===== src/assert_macros.svh =====
// Assertion macros shared by the RTL of the CRC-8 frame parser.
// Depends on nothing; define SYNTH to compile the checks out.
`ifndef ASSERT_MACROS_SVH
`define ASSERT_MACROS_SVH

`ifndef SYNTH
// Property must hold at every clock edge outside reset.
`define ASSERT_ALWAYS(lbl, clk_sig, rstn_sig, prop) \
	lbl: assert property (@(posedge clk_sig) disable iff (!rstn_sig) (prop)) \
		else $error("assertion failed");
// When trig holds, prop must hold in the cycle after.
`define ASSERT_NEXT(lbl, clk_sig, rstn_sig, trig, prop) \
	lbl: assert property (@(posedge clk_sig) disable iff (!rstn_sig) (trig) |=> (prop)) \
		else $error("assertion failed");
`else
`define ASSERT_ALWAYS(lbl, clk_sig, rstn_sig, prop)
`define ASSERT_NEXT(lbl, clk_sig, rstn_sig, trig, prop)
`endif

`endif


===== src/crc8sfp_pkg.sv =====
// Types, constants and the CRC-8 byte update for the serial frame parser.
// No dependencies.
package crc8sfp_pkg;

	localparam logic [7:0] PREAMBLE_BYTE = 8'hFE;
	localparam logic [7:0] CRC_POLY      = 8'h31;
	localparam logic [7:0] CRC_INIT      = 8'hFF;

	// Frame phase, one-hot.
	typedef enum logic [4:0] {
		PH_HUNT    = 5'b00001,
		PH_HEADER  = 5'b00010,
		PH_ID      = 5'b00100,
		PH_PAYLOAD = 5'b01000,
		PH_CHECK   = 5'b10000
	} phase_t;

	typedef enum logic [1:0] {
		ST_IDLE    = 2'd0,
		ST_PARSING = 2'd1,
		ST_GOOD    = 2'd2,
		ST_BAD     = 2'd3
	} status_t;

	// MSB-first CRC-8 over one byte, no reflection.
	function automatic logic [7:0] crc8_next(input logic [7:0] crc, input logic [7:0] b);
		logic [7:0] c;
		c = crc ^ b;
		for (int k = 0; k < 8; k++) begin
			c = c[7] ? ({c[6:0], 1'b0} ^ CRC_POLY) : {c[6:0], 1'b0};
		end
		return c;
	endfunction

endpackage


===== src/crc8_serial_frame_parser_unit.sv =====
// Framed serial packet deframer with on-the-fly CRC-8 (poly 0x31, init 0xFF).
// Uses crc8sfp_pkg and assert_macros.svh.

// One received byte goes in per word and exactly one status word comes out.
// The unit hunts for the preamble 0xFE, then reads a header byte (sequence
// in bits 7..4, payload length in bits 3..0), a message id, the payload and
// a CRC-8 check byte covering header through payload. Each output word
// echoes the byte with its index after the preamble, the header fields and
// a status: idle (hunting, preamble included; index and header fields read
// zero), parsing, good frame or bad checksum frame. A good frame also
// flags seq_error when its sequence differs from the expected one; the
// expected sequence then becomes received sequence plus one, mod 16.
// Throughput is one byte per clock while the output is not stalled: the
// byte-wide CRC update and the frame state advance are combinational logic
// between the input register and the output register. An accepted byte is
// held in the input register, then its result in the output register,
// where out_valid rises. The input register can still take a byte while a
// finished result waits on out_ready, so in_ready drops only when both
// registers are full and the output is stalled.
module crc8_serial_frame_parser_unit
	import crc8sfp_pkg::*;
(
	input  logic       clk,
	input  logic       arst_n,
	input  logic       in_valid,
	output logic       in_ready,
	input  logic [7:0] data_byte,
	output logic       out_valid,
	input  logic       out_ready,
	output logic [1:0] status,
	output logic [7:0] byte_value,
	output logic [4:0] byte_index,
	output logic [3:0] frame_seq,
	output logic [3:0] payload_len,
	output logic       seq_error
);

	// Input register
	logic       valid_s1;
	logic [7:0] byte_s1;

	// Output register
	logic       valid_s2;
	status_t    status_s2;
	logic [7:0] byte_s2;
	logic [4:0] index_s2;
	logic [3:0] seq_s2;
	logic [3:0] len_s2;
	logic       serr_s2;

	// Frame state
	phase_t     phase_q;
	logic [3:0] left_q;
	logic [4:0] pos_q;
	logic [7:0] crc_q;
	logic [3:0] exp_seq_q;
	logic [3:0] hseq_q;
	logic [3:0] hlen_q;

	// Next-state and result from the word in the input register
	phase_t     phase_d;
	logic [3:0] left_d;
	logic [4:0] pos_d;
	logic [7:0] crc_d;
	logic [3:0] exp_seq_d;
	logic [3:0] hseq_d;
	logic [3:0] hlen_d;
	status_t    status_d;
	logic [4:0] index_d;
	logic       serr_d;
	logic [3:0] left_dec;

	logic adv_s2;  // output register can load
	logic adv_s1;  // input register word moves on

	assign adv_s2   = !valid_s2 || out_ready;
	assign adv_s1   = valid_s1 && adv_s2;
	assign in_ready = !valid_s1 || adv_s2;
	assign left_dec = left_q - 4'd1;

	always_comb begin
		phase_d   = phase_q;
		left_d    = left_q;
		pos_d     = pos_q;
		crc_d     = crc_q;
		exp_seq_d = exp_seq_q;
		hseq_d    = hseq_q;
		hlen_d    = hlen_q;
		status_d  = ST_IDLE;
		index_d   = 5'd0;
		serr_d    = 1'b0;
		case (phase_q)
			PH_HEADER: begin
				hseq_d   = byte_s1[7:4];
				hlen_d   = byte_s1[3:0];
				left_d   = byte_s1[3:0];
				crc_d    = crc8_next(CRC_INIT, byte_s1);
				pos_d    = 5'd1;
				phase_d  = PH_ID;
				status_d = ST_PARSING;
			end
			PH_ID: begin
				crc_d    = crc8_next(crc_q, byte_s1);
				index_d  = pos_q;
				pos_d    = pos_q + 5'd1;
				phase_d  = (left_q != 4'd0) ? PH_PAYLOAD : PH_CHECK;
				status_d = ST_PARSING;
			end
			PH_PAYLOAD: begin
				crc_d    = crc8_next(crc_q, byte_s1);
				index_d  = pos_q;
				pos_d    = pos_q + 5'd1;
				left_d   = left_dec;
				phase_d  = (left_dec == 4'd0) ? PH_CHECK : PH_PAYLOAD;
				status_d = ST_PARSING;
			end
			PH_CHECK: begin
				index_d = pos_q;
				if (byte_s1 == crc_q) begin
					status_d  = ST_GOOD;
					serr_d    = (hseq_q != exp_seq_q);
					exp_seq_d = hseq_q + 4'd1;
				end else begin
					status_d = ST_BAD;
				end
				phase_d = PH_HUNT;
				pos_d   = 5'd0;
				left_d  = 4'd0;
				crc_d   = CRC_INIT;
			end
			default: begin
				// hunting; stray codes fall back here too
				phase_d = (byte_s1 == PREAMBLE_BYTE) ? PH_HEADER : PH_HUNT;
				pos_d   = 5'd0;
				left_d  = 4'd0;
				crc_d   = CRC_INIT;
			end
		endcase
	end

	// Input register
	always_ff @(posedge clk or negedge arst_n) begin
		if (!arst_n) begin
			valid_s1 <= 1'b0;
		end else if (in_ready) begin
			valid_s1 <= in_valid;
		end
	end

	always_ff @(posedge clk) begin
		if (in_valid && in_ready) begin
			byte_s1 <= data_byte;
		end
	end

	// Frame state advances as the word leaves the input register
	always_ff @(posedge clk or negedge arst_n) begin
		if (!arst_n) begin
			phase_q   <= PH_HUNT;
			left_q    <= 4'd0;
			pos_q     <= 5'd0;
			crc_q     <= CRC_INIT;
			exp_seq_q <= 4'd0;
			hseq_q    <= 4'd0;
			hlen_q    <= 4'd0;
		end else if (adv_s1) begin
			phase_q   <= phase_d;
			left_q    <= left_d;
			pos_q     <= pos_d;
			crc_q     <= crc_d;
			exp_seq_q <= exp_seq_d;
			hseq_q    <= hseq_d;
			hlen_q    <= hlen_d;
		end
	end

	// Output register
	always_ff @(posedge clk or negedge arst_n) begin
		if (!arst_n) begin
			valid_s2 <= 1'b0;
		end else if (adv_s2) begin
			valid_s2 <= valid_s1;
		end
	end

	always_ff @(posedge clk) begin
		if (adv_s1) begin
			status_s2 <= status_d;
			byte_s2   <= byte_s1;
			index_s2  <= index_d;
			serr_s2   <= serr_d;
			// header fields only shown outside the hunt
			seq_s2    <= (status_d != ST_IDLE) ? hseq_d : 4'd0;
			len_s2    <= (status_d != ST_IDLE) ? hlen_d : 4'd0;
		end
	end

	assign out_valid   = valid_s2;
	assign status      = status_s2;
	assign byte_value  = byte_s2;
	assign byte_index  = index_s2;
	assign frame_seq   = seq_s2;
	assign payload_len = len_s2;
	assign seq_error   = serr_s2;

`include "assert_macros.svh"

	`ASSERT_ALWAYS(a_serr_good_only, clk, arst_n, !(out_valid && seq_error && (status_s2 != ST_GOOD)))
	`ASSERT_ALWAYS(a_idle_fields_zero, clk, arst_n, !(out_valid && (status_s2 == ST_IDLE)) || ((byte_index == 5'd0) && (frame_seq == 4'd0) && (payload_len == 4'd0)))
	`ASSERT_NEXT(a_exp_seq_update, clk, arst_n, adv_s1 && (status_d == ST_GOOD), exp_seq_q == $past(hseq_q + 4'd1))
	`ASSERT_ALWAYS(a_stall_only_full, clk, arst_n, in_ready || (valid_s1 && valid_s2 && !out_ready))

endmodule

===== config.mk =====
export PLATFORM = sky130hd
export DESIGN_NAME = crc8_serial_frame_parser_unit
export DESIGN_NICKNAME = d
export VERILOG_FILES = /design/src/crc8sfp_pkg.sv /design/src/crc8_serial_frame_parser_unit.sv
export VERILOG_INCLUDE_DIRS = /design/src /design/src/src
export SDC_FILE = /design/constraint.sdc
export NUM_CORES = 1
export LEC_CHECK = 0
export BUFFER_PORTS_ARGS = -buffer_cell sky130_fd_sc_hd__buf_2
export CORE_MARGIN = 5
export CORE_UTILIZATION = 50
export CTS_BUF_LIST = sky130_fd_sc_hd__clkbuf_8
export DETAILED_ROUTE_END_ITERATION = 8
export PLACE_DENSITY = 0.72
export SYNTH_ARGS = -nofsm -noshare
export SYNTH_HDL_FRONTEND = slang
export SYNTH_SLANG_ARGS = --single-unit
export TNS_END_PERCENT = 100

===== constraint.sdc =====
create_clock -name clk -period 3 [get_ports clk]
set_input_delay 0.3 -clock clk [delete_from_list [all_inputs] [get_ports clk]]
set_output_delay 0.3 -clock clk [all_outputs]
set_load 0.05 [all_outputs]

---- Yosys cells after proc, flatten, opt, wreduce, memory -nomap -nowiden ----
Index checks and enable logic that the tools add are counted.
Widths: inputs -> output; s select.
cells by class
  add/subtract/negate cells ............... 3
  equality and inequality tests ........... 7
  mux-type cells .......................... 27
  bitwise logic cells ..................... 19
  reductions and logical operators ........ 15
operators with widths
  operator             number
  $mux 6               16
  $not 3->3            16
  $pmux 5 s4           1
  $pmux 8 s2           1
  $pmux 4 s3           1
  $mux 5               2
  $pmux 5 s2           1
  $eq 8x8->1           1
  $eq 8x8->1 const B   1
  $mux 4               2
  $not 8->8            1
  $xor 8x8->8          1
  $reduce_or 3->1      2
  $add 5x1->5 const B  1
  $eq 5x2->1 const B   1
  $eq 5x3->1 const B   1
  $eq 5x4->1 const B   1
  $eq 5x5->1 const B   1
  $add 4x1->4 const B  1
  $logic_not 4->1      1
  $ne 4x4->1           1
  $pmux 2 s2           1
  $reduce_and 2->1     2
  $reduce_bool 4->1    1
  10 further kinds     13
word-level totals
  bits in registers ....................... 68
  input bits .............................. 12
  word-level logic and storage cells ...... 87

---- Logic depth before layout (Yosys ltp) ----
  depth in word-level cells ............... 18
  mapped depth ............................ 7

---- Worst setup path before layout ----
No wires, ideal clock.
  kind .................................... register to register
  start point ............................. reg valid_s2 (netlist: out_valid)
  end point ............................... reg pos_q[3]
  library setup time ...................... 0.126 ns
  data arrival time ....................... 2.314 ns
  required time ........................... 2.874 ns
  slack ................................... 0.560 ns
  stages on the path, launching flop included .. 8
  path buffers ............................ 1
  path through ............................ dfrtp_1 -> nand2b_1 -> nand2_1 -> inv_2 -> clkbuf_1 -> nand4_1 -> xor2_1 -> nor2_1
between the ends
  word-level cells in the longest chain between the ends .. 3
RTL lines
  element                 line                                  RTL
  from (decl)             crc8_serial_frame_parser_unit.sv:43   logic valid_s2;
  from (signal assigned)  crc8_serial_frame_parser_unit.sv:182  valid_s2 <= valid_s1;
  $logic_not 1->1         crc8_serial_frame_parser_unit.sv:76   assign adv_s2 = !valid_s2 || out_ready;
  $logic_or 1x1->1        crc8_serial_frame_parser_unit.sv:76
  $logic_and 1x1->1       crc8_serial_frame_parser_unit.sv:77   assign adv_s1 = valid_s1 && adv_s2;
  via adv_s1              crc8_serial_frame_parser_unit.sv:74   logic adv_s1;
  to (signal assigned)    crc8_serial_frame_parser_unit.sv:169  pos_q <= pos_d;
  to (decl)               crc8_serial_frame_parser_unit.sv:54   logic [4:0] pos_q;
The timed path passes the listed nets, and every way through them passes these cells.
A chain may end at the register's enable or synchronous reset.

---- Worst setup path after layout ----
  start point ............................. reg byte_s1[6]
  end point ............................... reg exp_seq_q[1]
between the ends
  word-level cells in the longest chain between the ends .. 2
RTL lines
  element                            line                                  RTL
  from (decl)                        crc8_serial_frame_parser_unit.sv:40   logic [7:0] byte_s1;
  from (signal assigned)             crc8_serial_frame_parser_unit.sv:152  byte_s1 <= data_byte;
  $eq 8x8->1                         crc8_serial_frame_parser_unit.sv:119  if (byte_s1 == crc_q) begin
  $reduce_and 3->1 (no source line)  n/a
  to (signal assigned)               crc8_serial_frame_parser_unit.sv:171  exp_seq_q <= exp_seq_d;
  to (decl)                          crc8_serial_frame_parser_unit.sv:56   logic [3:0] exp_seq_q;
No other way between the ends.

==> out/summary.md <==
### Outcome
* **run status** completed

### Placed design
* **HPWL after DPL** 4703 um
* **routability congestion estimate from global placement** 0.9068
* **pre-CTS setup slack** 0.7586 ns
* **placed instance area** 0.003667 mm^2
* **count of input and output buffers** 37

### STA
* **fin crit period** 2.245 ns
* **final setup violation count** 0
* **Final period util** 74.82%
* **Total Neg Setup Slack** 0 ns
* **Final Hold Fails** 0
* **final worst-path setup slack** 0.7554 ns
* **fin. max-slew vios** 0
* **setup repair after global routing missed its margin** false
* **Post-Route Skew** 0.01102 ns
* **max-slew headroom at the worst pin** 43.42%
* **Least-Margin Pin Slew** 0.8487 ns
* **Fmax achieved** 445.5 MHz

### Flow run
* **Max Cap Viol** 0

### Cells and area
* **Finished Core Util** 57.77%
* **fraction of layout instances using a drive strength above 1** 23.87%
* **layout overhead on the synthesized area** 13.42%
* **final net count** 342
* **total non-filler cell area in the finished layout** 0.003881 mm^2
* **number of diodes** 0

### Die
* **Die W** 92.73 um
* **row count** 30
* **Placeable Area** 0.006719 mm^2
* **die footprint** 0.008599 mm^2
* **Die Y** 92.73 um
* **Initial Util** 50.93%
* **I/O pin cnt** 38

### Clock network
* **clock tree buffer depth** 2
* **TritonCTS Buffers** 9
* **H-tree Lvls** 3
* **register clock-pin slew on the reported worst setup and hold paths** 0.08 ns
* **Skew-Pair Late Insertion Delay** 0.35 ns
* **# clock sinks** 68
* **root cell of the clock tree** clkbuf_8
* **CTS Hold Bufs** 0
* **count of buffers added by post-CTS timing repair for setup** 0
* **clock tree from TritonCTS** done
* **post-cts sizing count** 0

### Global routing
* **layer with the highest usage** met2
* **met2 usage** 28.34%
* **total congestion overflow after global routing** 0
* **initial antenna violation count** 0
* **All-Layer GR Usage** 17.36%
* **wire length of the first global-routing pass** 11430 um
* **largest net degree at the start of global routing** 37
* **met1 global-route usage** 22.35%
* **number of global-route vias before repair** 2271
* **met3 layer usage reported by global route** 3.574%

### Critical path
* **Setup crit end kind** flop
* **slowest stage delay, CP** 0.58 ns
* **Worst Setup Start Kind** flop
* **data required time of the worst path** 3.24 ns
* **count of buffering cells on the critical path with inverters included** 0
* **highest-delay cell along the critical path** edfxtp_1
* **cell family with most CP delay** simple AND/OR/NAND/NOR gates
* **Max FO, Critical Path** 8
* **arrival time of the worst setup path** 2.48 ns
* **Worst Path Class, Setup** reg -> reg
* **Critical Path, Cell by Cell** xnor2_2, nor4b_1, nand3_1, nor2_1, mux2_1

### Synth
* **dominant cell by count in the synthesized netlist** edfxtp_1
* **Yosys warning total** 0
* **Post-synth top flop** edfxtp_1
* **fraction of synthesized cell area taken by the top area cell type** 28.08%
* **post-synthesis sequential area ratio** 54.73%
* **top cells by area in the synthesized netlist** edfxtp_1 28%, dfrtp_1 20%, dfstp_2 6.9%
* **post-synthesis cell area** 0.003422 mm^2
* **post-synthesis area per instance** 11.80 um^2
* **#FFs+latches synth** 68
* **library cells used by synthesis** 54
* **Post-synth ARST share** 52.94%
* **most numerous cell types in the synthesized netlist** 32 x edfxtp_1, 27 x dfrtp_1, 25 x nor2_1
* **EDFF count, synth** 32
* **post-synth top area cell** edfxtp_1
* **Syn Inst Count** 290
* **syn_nets** 306

### Power
* **switching share of power** 28.29%
* **Design Power** 2.300 mW
* **Clock power frac** 35.7%
* **cell leakage power** 1.639 nW
* **Power Dens Cells** 592.7 mW/mm^2
* **cell-internal power** 1.650 mW
* **power share of the combinational group** 16.5%
* **sequential share of power** 47.8%
* **worst supply voltage drop on vdd** 0.0004254 V
* **net switching power of the design** 0.6508 mW

### Detailed routing
* **via total after detailed routing** 2290
* **DRC Markers** 0
* **average wire per standard cell** 16.84 um
* **routed wire length** 6921 um
* **residual antenna-violating net count after detailed routing** 0
* **via/cell ratio** 5.572
* **number of iterations in the first detailed-routing pass** 4
* **first-iteration detailed-routing DRC count** 193

### Hold path
* **type of the worst min-delay path** in -> async

==> power by group through the flow <==
stage	registers (mW)	logic [mW]	clock network [mW]
CTS	1.10	0.383	0.836
detailed placement	1.12	0.382	0
floorplan	1.17	0.237	0
global route	1.11	0.411	0.875
finish	1.10	0.380	0.820
global placement	1.12	0.378	0
==> metal layers <==
layer / share of wire, % / vias to the layer above
met5: 0 / -
met3: 4.5 / 12
met4: 2.0 / 0
met2: 49 / 55
li1: - / 1100
met1: 45 / 1123
==> sequential cells by signal, summed over array words and instances (netlist names) <==
register	cells
byte_index	5
byte_s1	8
byte_value	8
crc_q	8
exp_seq_q	4
frame_seq	4
hlen_q	4
hseq_q	4
left_q	4
out_valid	1
payload_len	4
phase_q	5
pos_q	5
seq_error	1
status	2
valid_s1	1
==> metrics by stage <==
stage	std cells	hold slack, ns
2_1_floorplan	290	0.004409
5_1_grt	411	0.1191
3_3_place_gp	395	0.4591
3_5_place_dp	395	0.4511
4_1_cts	411	0.08545
6_report	411	0.05983
==> final timing paths <==
kind	cells after the start	start	endpoint	slack [ns]
max	5	byte_s1[6]	exp_seq_q[1]	0.76
min	1	arst_n	hlen_q[2]	0.06
max reg2reg	5	byte_s1[6]	exp_seq_q[1]	0.76
min reg2reg	2	crc_q[2]	crc_q[2]	0.49
max in group asynchronous	1	arst_n	valid_s1	2.41
min in group clk	1	data_byte[5]	byte_s1[5]	0.13
==> cell type report <==
cell class,count,area (um^2)
fill,541,2838
clock inverter,7,90.09
tap,80,100.1
clock buffer,9,123.9
multi-input combinational,197,1441
inverter,8,30.03
timing repair buffer,42,222.7
sequential,68,1873
==> placed cells by master (no fill, tap or decap), drive strengths merged, types with 7 or more instances in the layout <==
master and n:
a21oi 8, a22o 8, and2 7, buf 42
clkbuf 9, dfrtp 27, dfstp 9, edfxtp 32
inv 9, mux2 10, nand2 22, nor2 25
o21ai 15, xnor2 23, xor2 17
==> kinds of logic after synthesis <==
kind of cell             Yosys count  share of synthesized area (%)
XOR/XNOR                          44                          13.38
multiplexers                      12                          3.876
AND/OR/NAND/NOR                   85                          12.03
adder cells (fa/ha/maj)            4                          1.463
buffers and inverters             25                          3.144
AO/OA/AOI/OAI                     52                          11.37
flip-flops                        68                          54.74
No activity file was read; power rests on OpenSTA's default activity.
